===== src/hdl/hsvc_pkg.sv =====
// Shared constants, types and codes of the HSV to RGB converter.
// Depends on nothing; every module of the block refers to it by scoped names.
package hsvc_pkg;

  localparam int unsigned HueW   = 16;
  localparam int unsigned PctW   = 7;
  localparam int unsigned ChanW  = 8;
  localparam int unsigned HmodW  = 9;
  localparam int unsigned OffW   = 6;
  localparam int unsigned SectW  = 3;

  // Stages from request to result strobe.
  localparam int unsigned PipeDepth = 7;

  localparam logic [PctW-1:0] PctFull = 7'd100;
  localparam logic [8:0]      HueModulus = 9'd360;

  // Reciprocals used in place of dividers, each exact over its input range.
  localparam logic [15:0] RecipHue360 = 16'd46603;  // >> 24, then one correction
  localparam logic [12:0] Recip100    = 13'd5243;   // >> 19, exact below 32768
  localparam logic [10:0] Recip60Hue  = 11'd1093;   // >> 16, exact below 360
  localparam logic [14:0] Recip60Ramp = 15'd17477;  // >> 20, exact below 16384

  typedef enum logic [SectW-1:0] {
    SECT_RED_GREEN_UP   = 3'd0,
    SECT_RED_DOWN       = 3'd1,
    SECT_GREEN_BLUE_UP  = 3'd2,
    SECT_GREEN_DOWN     = 3'd3,
    SECT_RED_UP         = 3'd4,
    SECT_BLUE_DOWN      = 3'd5
  } sector_e;

  typedef struct packed {
    logic [ChanW-1:0] red;
    logic [ChanW-1:0] green;
    logic [ChanW-1:0] blue;
  } rgb_t;

endpackage


===== src/hdl/hsvc_hue_split.sv =====
// Hue path of the converter: modulo 360, then sector and offset within it.
// Three register stages; depends on hsvc_pkg.
module hsvc_hue_split (
  input  logic                             clk_i,
  input  logic [hsvc_pkg::HueW-1:0]        hue_i,
  output hsvc_pkg::sector_e                sector_o,
  output logic [hsvc_pkg::OffW-1:0]        offset_o
);

  localparam int unsigned HueW  = hsvc_pkg::HueW;
  localparam int unsigned HmodW = hsvc_pkg::HmodW;
  localparam int unsigned OffW  = hsvc_pkg::OffW;

  logic [hsvc_pkg::HueW-1:0]  hue_q;
  logic [7:0]                 quot_q;
  logic [31:0]                quot_prod;
  logic [hsvc_pkg::HueW-1:0]  quot_times;
  logic [9:0]                 rem_raw;
  logic [hsvc_pkg::HmodW-1:0] hmod_d, hmod_q;
  logic [18:0]                sect_prod;
  logic [hsvc_pkg::SectW-1:0] sect_d;
  logic [hsvc_pkg::OffW-1:0]  off_d;
  logic [8:0]                 sect_times;
  hsvc_pkg::sector_e          sector_q;
  logic [hsvc_pkg::OffW-1:0]  offset_q;

  // The reciprocal underestimates, so the quotient is exact or one short.
  assign quot_prod = hue_i * hsvc_pkg::RecipHue360;

  always_ff @(posedge clk_i) begin
    hue_q  <= hue_i;
    quot_q <= quot_prod[31:24];
  end

  assign quot_times = HueW'(quot_q) * HueW'(hsvc_pkg::HueModulus);
  assign rem_raw    = 10'(hue_q - quot_times);

  always_comb begin
    if (rem_raw >= 10'(hsvc_pkg::HueModulus)) begin
      hmod_d = HmodW'(rem_raw - 10'(hsvc_pkg::HueModulus));
    end else begin
      hmod_d = HmodW'(rem_raw);
    end
  end

  always_ff @(posedge clk_i) begin
    hmod_q <= hmod_d;
  end

  assign sect_prod  = 19'(hmod_q) * 19'(hsvc_pkg::Recip60Hue);
  assign sect_d     = sect_prod[18:16];
  assign sect_times = 9'(sect_d) * 9'd60;
  assign off_d      = OffW'(hmod_q - sect_times);

  always_ff @(posedge clk_i) begin
    sector_q <= hsvc_pkg::sector_e'(sect_d);
    offset_q <= off_d;
  end

  assign sector_o = sector_q;
  assign offset_o = offset_q;

endmodule


===== src/hdl/hsvc_level.sv =====
// Level path of the converter: clamps, then peak and floor channel levels.
// Three register stages; depends on hsvc_pkg.
module hsvc_level (
  input  logic                             clk_i,
  input  logic [hsvc_pkg::PctW-1:0]        saturation_i,
  input  logic [hsvc_pkg::PctW-1:0]        value_level_i,
  output logic [hsvc_pkg::ChanW-1:0]       peak_o,
  output logic [hsvc_pkg::ChanW-1:0]       low_o
);

  logic [hsvc_pkg::PctW-1:0]  sat_c, val_c;
  logic [14:0]                peak_num;
  logic [27:0]                peak_prod;
  logic [hsvc_pkg::ChanW-1:0] peak1_q, peak2_q, peak3_q;
  logic [hsvc_pkg::PctW-1:0]  inv_sat_q;
  logic [14:0]                low_num_q;
  logic [27:0]                low_prod;
  logic [hsvc_pkg::ChanW-1:0] low_q;

  assign sat_c = (saturation_i > hsvc_pkg::PctFull) ? hsvc_pkg::PctFull : saturation_i;
  assign val_c = (value_level_i > hsvc_pkg::PctFull) ? hsvc_pkg::PctFull : value_level_i;

  // value * 255 as a shift and subtract, then divided by 100.
  assign peak_num  = {val_c, 8'd0} - 15'(val_c);
  assign peak_prod = 28'(peak_num) * 28'(hsvc_pkg::Recip100);

  always_ff @(posedge clk_i) begin
    peak1_q   <= peak_prod[26:19];
    inv_sat_q <= hsvc_pkg::PctFull - sat_c;
  end

  always_ff @(posedge clk_i) begin
    peak2_q   <= peak1_q;
    low_num_q <= 15'(peak1_q) * 15'(inv_sat_q);
  end

  assign low_prod = 28'(low_num_q) * 28'(hsvc_pkg::Recip100);

  always_ff @(posedge clk_i) begin
    peak3_q <= peak2_q;
    low_q   <= low_prod[26:19];
  end

  assign peak_o = peak3_q;
  assign low_o  = low_q;

endmodule


===== src/hdl/hsvc_mix.sv =====
// Ramp computation and sector channel selection of the converter.
// Two register stages; depends on hsvc_pkg.
module hsvc_mix (
  input  logic                             clk_i,
  input  hsvc_pkg::sector_e                sector_i,
  input  logic [hsvc_pkg::OffW-1:0]        offset_i,
  input  logic [hsvc_pkg::ChanW-1:0]       peak_i,
  input  logic [hsvc_pkg::ChanW-1:0]       low_i,
  output hsvc_pkg::rgb_t                   rgb_o
);

  hsvc_pkg::sector_e          sector_q;
  logic [hsvc_pkg::ChanW-1:0] peak_q, low_q, ramp;
  logic [13:0]                ramp_num_q;
  logic [27:0]                ramp_prod;
  logic [hsvc_pkg::ChanW-1:0] rise, fall;
  hsvc_pkg::rgb_t             rgb_d, rgb_q;

  always_ff @(posedge clk_i) begin
    sector_q   <= sector_i;
    peak_q     <= peak_i;
    low_q      <= low_i;
    ramp_num_q <= 14'(peak_i - low_i) * 14'(offset_i);
  end

  assign ramp_prod = 28'(ramp_num_q) * 28'(hsvc_pkg::Recip60Ramp);
  assign ramp      = ramp_prod[27:20];
  assign rise      = low_q + ramp;
  assign fall      = peak_q - ramp;

  always_comb begin
    case (sector_q)
      hsvc_pkg::SECT_RED_GREEN_UP: begin
        rgb_d = '{red: peak_q, green: rise, blue: low_q};
      end
      hsvc_pkg::SECT_RED_DOWN: begin
        rgb_d = '{red: fall, green: peak_q, blue: low_q};
      end
      hsvc_pkg::SECT_GREEN_BLUE_UP: begin
        rgb_d = '{red: low_q, green: peak_q, blue: rise};
      end
      hsvc_pkg::SECT_GREEN_DOWN: begin
        rgb_d = '{red: low_q, green: fall, blue: peak_q};
      end
      hsvc_pkg::SECT_RED_UP: begin
        rgb_d = '{red: rise, green: low_q, blue: peak_q};
      end
      default: begin
        rgb_d = '{red: peak_q, green: low_q, blue: fall};
      end
    endcase
  end

  always_ff @(posedge clk_i) begin
    rgb_q <= rgb_d;
  end

  assign rgb_o = rgb_q;

endmodule


===== src/hdl/hsvc_scale.sv =====
// Brightness scaling of the three channels: multiply, then divide by 100.
// Two register stages; depends on hsvc_pkg.
module hsvc_scale (
  input  logic                             clk_i,
  input  hsvc_pkg::rgb_t                   rgb_i,
  input  logic [hsvc_pkg::PctW-1:0]        bright_i,
  output hsvc_pkg::rgb_t                   rgb_o
);

  logic [14:0]    red_num_q, green_num_q, blue_num_q;
  logic [27:0]    red_prod, green_prod, blue_prod;
  hsvc_pkg::rgb_t rgb_q;

  always_ff @(posedge clk_i) begin
    red_num_q   <= 15'(rgb_i.red)   * 15'(bright_i);
    green_num_q <= 15'(rgb_i.green) * 15'(bright_i);
    blue_num_q  <= 15'(rgb_i.blue)  * 15'(bright_i);
  end

  assign red_prod   = 28'(red_num_q)   * 28'(hsvc_pkg::Recip100);
  assign green_prod = 28'(green_num_q) * 28'(hsvc_pkg::Recip100);
  assign blue_prod  = 28'(blue_num_q)  * 28'(hsvc_pkg::Recip100);

  always_ff @(posedge clk_i) begin
    rgb_q.red   <= red_prod[26:19];
    rgb_q.green <= green_prod[26:19];
    rgb_q.blue  <= blue_prod[26:19];
  end

  assign rgb_o = rgb_q;

endmodule


===== src/hdl/hsv_to_rgb_converter.sv =====
// HSV to RGB converter, top level. The done strobe is timed by the seven-stage
// arithmetic pipeline, along which a valid bit for each request is shifted.
// Throughput is one request per cycle; busy never rises and the receiver cannot stall.
// Reset clears the valid bits and sets brightness to 100 percent.
// Depends on hsvc_pkg, hsvc_hue_split, hsvc_level, hsvc_mix and hsvc_scale.
module hsv_to_rgb_converter (
  input  logic                             clk_i,
  input  logic                             rst_ni,
  input  logic                             start,
  output logic                             busy,
  input  logic [hsvc_pkg::HueW-1:0]        hue_i,
  input  logic [hsvc_pkg::PctW-1:0]        saturation_i,
  input  logic [hsvc_pkg::PctW-1:0]        value_level_i,
  input  logic                             cfg_we_i,
  input  logic [hsvc_pkg::PctW-1:0]        cfg_wdata_i,
  output logic                             done_o,
  output logic [hsvc_pkg::ChanW-1:0]       red_out_o,
  output logic [hsvc_pkg::ChanW-1:0]       green_out_o,
  output logic [hsvc_pkg::ChanW-1:0]       blue_out_o
);

  logic [hsvc_pkg::PipeDepth-1:0] valid_d, valid_q;
  logic [hsvc_pkg::PctW-1:0]      bright_d, bright_q, bright_eff;
  hsvc_pkg::sector_e              sector;
  logic [hsvc_pkg::OffW-1:0]      offset;
  logic [hsvc_pkg::ChanW-1:0]     peak, low;
  hsvc_pkg::rgb_t                 rgb_mix, rgb_out;

  assign busy = 1'b0;

  assign valid_d  = {valid_q[hsvc_pkg::PipeDepth-2:0], start & ~busy};
  assign bright_d = cfg_we_i ? cfg_wdata_i : bright_q;

  always_ff @(posedge clk_i or negedge rst_ni) begin
    if (!rst_ni) begin
      valid_q  <= '0;
      bright_q <= hsvc_pkg::PctFull;
    end else begin
      valid_q  <= valid_d;
      bright_q <= bright_d;
    end
  end

  // Register values above 100 percent act as 100 percent.
  assign bright_eff = (bright_q > hsvc_pkg::PctFull) ? hsvc_pkg::PctFull : bright_q;

  hsvc_hue_split u_hue (
    .clk_i    (clk_i),
    .hue_i    (hue_i),
    .sector_o (sector),
    .offset_o (offset)
  );

  hsvc_level u_level (
    .clk_i         (clk_i),
    .saturation_i  (saturation_i),
    .value_level_i (value_level_i),
    .peak_o        (peak),
    .low_o         (low)
  );

  hsvc_mix u_mix (
    .clk_i    (clk_i),
    .sector_i (sector),
    .offset_i (offset),
    .peak_i   (peak),
    .low_i    (low),
    .rgb_o    (rgb_mix)
  );

  hsvc_scale u_scale (
    .clk_i    (clk_i),
    .rgb_i    (rgb_mix),
    .bright_i (bright_eff),
    .rgb_o    (rgb_out)
  );

  assign done_o      = valid_q[hsvc_pkg::PipeDepth-1];
  assign red_out_o   = rgb_out.red;
  assign green_out_o = rgb_out.green;
  assign blue_out_o  = rgb_out.blue;

endmodule


===== config.mk =====
export PLATFORM = sky130hd
export DESIGN_NAME = hsv_to_rgb_converter
export DESIGN_NICKNAME = d
export VERILOG_FILES = /design/src/hdl/hsvc_pkg.sv /design/src/hdl/hsvc_hue_split.sv /design/src/hdl/hsvc_level.sv /design/src/hdl/hsvc_mix.sv /design/src/hdl/hsvc_scale.sv /design/src/hdl/hsv_to_rgb_converter.sv
export SDC_FILE = /design/constraint.sdc
export NUM_CORES = 2
export LEC_CHECK = 0
export BUFFER_PORTS_ARGS = -buffer_cell sky130_fd_sc_hd__buf_2
export CORE_MARGIN = 3
export CORE_UTILIZATION = 60
export DETAILED_ROUTE_END_ITERATION = 10
export MAX_ROUTING_LAYER = met4
export PLACE_DENSITY = 0.73
export SYNTH_ARGS = -nofsm -noshare
export SYNTH_HDL_FRONTEND = slang
export SYNTH_SLANG_ARGS = --single-unit
export TNS_END_PERCENT = 20

===== constraint.sdc =====
create_clock -name clk_i -period 13.2 [get_ports clk_i]
set_input_delay 0.66 -clock clk_i [delete_from_list [all_inputs] [get_ports clk_i]]
set_output_delay 0.66 -clock clk_i [all_outputs]
set_load 0.05 [all_outputs]

==> flow_summary.yaml <==
clock_tree:
  cts.sinks: 229
  cts_tree: "done"
  htreeDepth: 1
  clockBufferDepth: 3
  clock_latency_ns: 0.59
  cts_buffers: 31
  path_clk_slew_ns: 0.06
  ctsResizeCount: 0
  cts_setup_buffers: 0
  hold_buffers: 1
  root_buffer: "clkbuf_16"
setup_path:
  cpMaxStageDelayCell: "fa_1"
  crit_top_cell: "inv_1"
  cpPeakStageDelay_ns: 0.56
  cp.arrival_ns: 7.74
  crit_start: "value_level_i[4]"
  cp-start-kind: "input pin"
  r2r_slack_ns: 6.33
  worstSetupPathType: "input pin to flop"
  r2r_start: "u_mix.ramp_num_q[11]$_DFF_P_"
  cp-endpoint: "u_level.peak1_q[6]$_DFF_P_"
  crit_path_max_fanout: 7
  reg2reg_depth: 21
  worstPathRequired_ns: 13.66
  worst_setup_path_end_kind: "flop"
  reg2reg_to: "u_mix.rgb_o[23]$_DFF_P_"
synth:
  ys.flop_type: "dfxtp_1"
  postSynthCellCount: 4080
  yosys_warnings: 0
  synth_edf_count: 0
  async_reset_ff_frac: 0.0611
  synth_cell_type_count: 76
  yosysSeqAreaShare: 0.118
  synth.avg_cell_area_um2: 9.69
  synth_nets: 5618
  netlist_area_um2: 39600
  synth-seq-cells: 229
die:
  design.core.area_um2: 64800
  die_x_um: 263
  top_level_ports: 67
  start_util: 0.610
  dieArea_um2: 69000
  die_y_um: 263
  num_rows: 93
global_routing:
  grt_pass1_wl_um: 127000
  track_usage: 0.224
  grt_antenna_before_repair: 0
  grt_pass1_vias: 27700
  grt_max_degree: 50
  grt-ovfl-total: 0
detailed_routing:
  first_pass_iters: 8
  route.detailed.drc: 0
  viasPerCell: 5.21
  first_iter_violations: 1004
  vias: 26100
  wl_per_cell_um: 14.3
  ant_nets: 0
  detail_route.wirelength_um: 71900
timing:
  relSlewSlack: 0.472
  rsz0062_at_grt: "no"
  fmax_mhz: 137
  setup_viol_count_final: 0
  finalMaxSlewViolations: 0
  finalCritPeriodShare: 0.551
  tightest_slew_ns: 0.784
  fin_crit_ns: 7.28
  finClkSkew_ns: 0.0223
  fin_setup_tns_ns: 0
  hold_violations: 0
finish:
  final_common_cell: "inv_1"
  final_nets: 5678
  final_layout_size_suffix_gt1_frac: 0.0403
  insertedDiodeCount: 0
  final_cell_mix: "1063 x inv_1, 905 x ha_1, 592 x fa_1, 281 x nand2_1, 215 x dfxtp_1"
  areaGrowthSynthToFinish_pct: 6.03
run:
  cap_violations: 0
place:
  gp_congestion: 0.916
  dpl.hpwl_um: 62900
  portBuffers: 65
min_path:
  hold_path_class: "input pin to flop"
outcome:
  status: "finished clean"
cells by family (layout without fill, tap and decap cells):
kind of cell / count (synthesis) / after routing / share of synthesized area
buf+inv: 1111 / 1196 / 0.106
mux: 36 / 36 / 0.00955
flops: 229 / 229 / 0.118
xor+xnor: 179 / 179 / 0.0396
compound gates: 387 / 387 / 0.0646
fa+ha+maj: 1497 / 1497 / 0.586
other cells: 1 / 1 / 0.0000948
simple gates: 640 / 640 / 0.0769
registers in the layout, summed over array words and instances, names as in the netlist:
| signal | count |
|---|---|
| bright_q | 7 |
| u_hue.hmod_q | 9 |
| u_hue.hue_q | 10 |
| u_hue.offset_o | 6 |
| u_hue.quot_q | 7 |
| u_hue.sector_o | 3 |
| u_level.inv_sat_q | 7 |
| u_level.low_num_q | 15 |
| u_level.low_o | 8 |
| u_level.peak1_q | 8 |
| u_level.peak2_q | 8 |
| u_level.peak_o | 8 |
| u_mix.low_q | 8 |
| u_mix.peak_q | 8 |
| u_mix.ramp_num_q | 14 |
| u_mix.rgb_o | 24 |
| u_mix.sector_q | 3 |
| u_scale.blue_num_q | 15 |
| u_scale.green_num_q | 15 |
| u_scale.red_num_q | 15 |
| u_scale.rgb_o | 24 |
| valid_q | 7 |
per-stage QoR:
| stage | util | worst slack [ns] | cells | hold WS (ns) | instance area, um^2 |
|---|---|---|---|---|---|
| after CTS | 0.647 | 5.99 | 5020 | 0.149 | 41900 |
| final | 0.647 | 5.92 | 5020 | 0.188 | 41900 |
| after global placement | 0.630 | 5.45 | 4961 | 0.310 | 40800 |
| after detailed placement | 0.630 | 5.38 | 4961 | 0.312 | 40800 |
| after floorplan | - | 5.99 | 4080 | 0.310 | 39600 |
| after global routing | 0.647 | 5.45 | 5020 | 0.163 | 41900 |
synthesized netlist by cell type (41+ instances only):
master / count / area share
inv_1: 1063 / 0.10
a21oi_1: 101 / 0.013
xor2_1: 48 / 0.011
fa_1: 592 / 0.30
and2_1: 92 / 0.015
clkbuf_1: 41 / 0.0039
xnor2_1: 131 / 0.029
nor2_1: 83 / 0.0079
ha_1: 905 / 0.29
nand2_1: 281 / 0.027
o21ai_0: 88 / 0.011
dfxtp_1: 215 / 0.11
layout make-up:
| class | count | area, um^2 |
|---|---|---|
| clock inverter | 21 | 256 |
| tap | 855 | 1070 |
| inverter | 1065 | 4000 |
| multi-input combinational | 2740 | 30700 |
| sequential | 229 | 4660 |
| clock buffer | 37 | 848 |
| timing repair buffer | 73 | 388 |
| fill | 5249 | 22900 |
per-layer routing:
layer,part of all wire,global-route usage,vias up
li1,-,-,13000
met1,0.46,0.293,12700
met4,0.020,0.0447,0
met5,0,-,-
met2,0.49,0.383,320
met3,0.029,0.0196,94
worst min-delay path by stage:
stage | slack, ns | depth (start not counted) | start | end
final | 0.19 | 1 | start | valid_q[0]$_DFF_PN0_
after global placement | 0.31 | 0 | u_hue.hue_q[0]$_DFF_P_ | u_hue.hmod_q[0]$_DFF_P_
after CTS | 0.15 | 1 | start | valid_q[0]$_DFF_PN0_
after detailed placement | 0.31 | 0 | u_hue.hue_q[1]$_DFF_P_ | u_hue.hmod_q[1]$_DFF_P_
after floorplan | 0.31 | 0 | u_hue.hue_q[0]$_DFF_P_ | u_hue.hmod_q[0]$_DFF_P_
after global routing | 0.16 | 1 | start | valid_q[0]$_DFF_PN0_
critical path: cells and delay by family:
family	cells	cell delay [ns]
simple gates	12	2.42
compound gates	4	1.24
buf+inv	7	0.53
fa+ha+maj	7	2.86
Power is not shown: default switching activity piles up to over one toggle a cycle in this logic, so the estimate is an artifact.
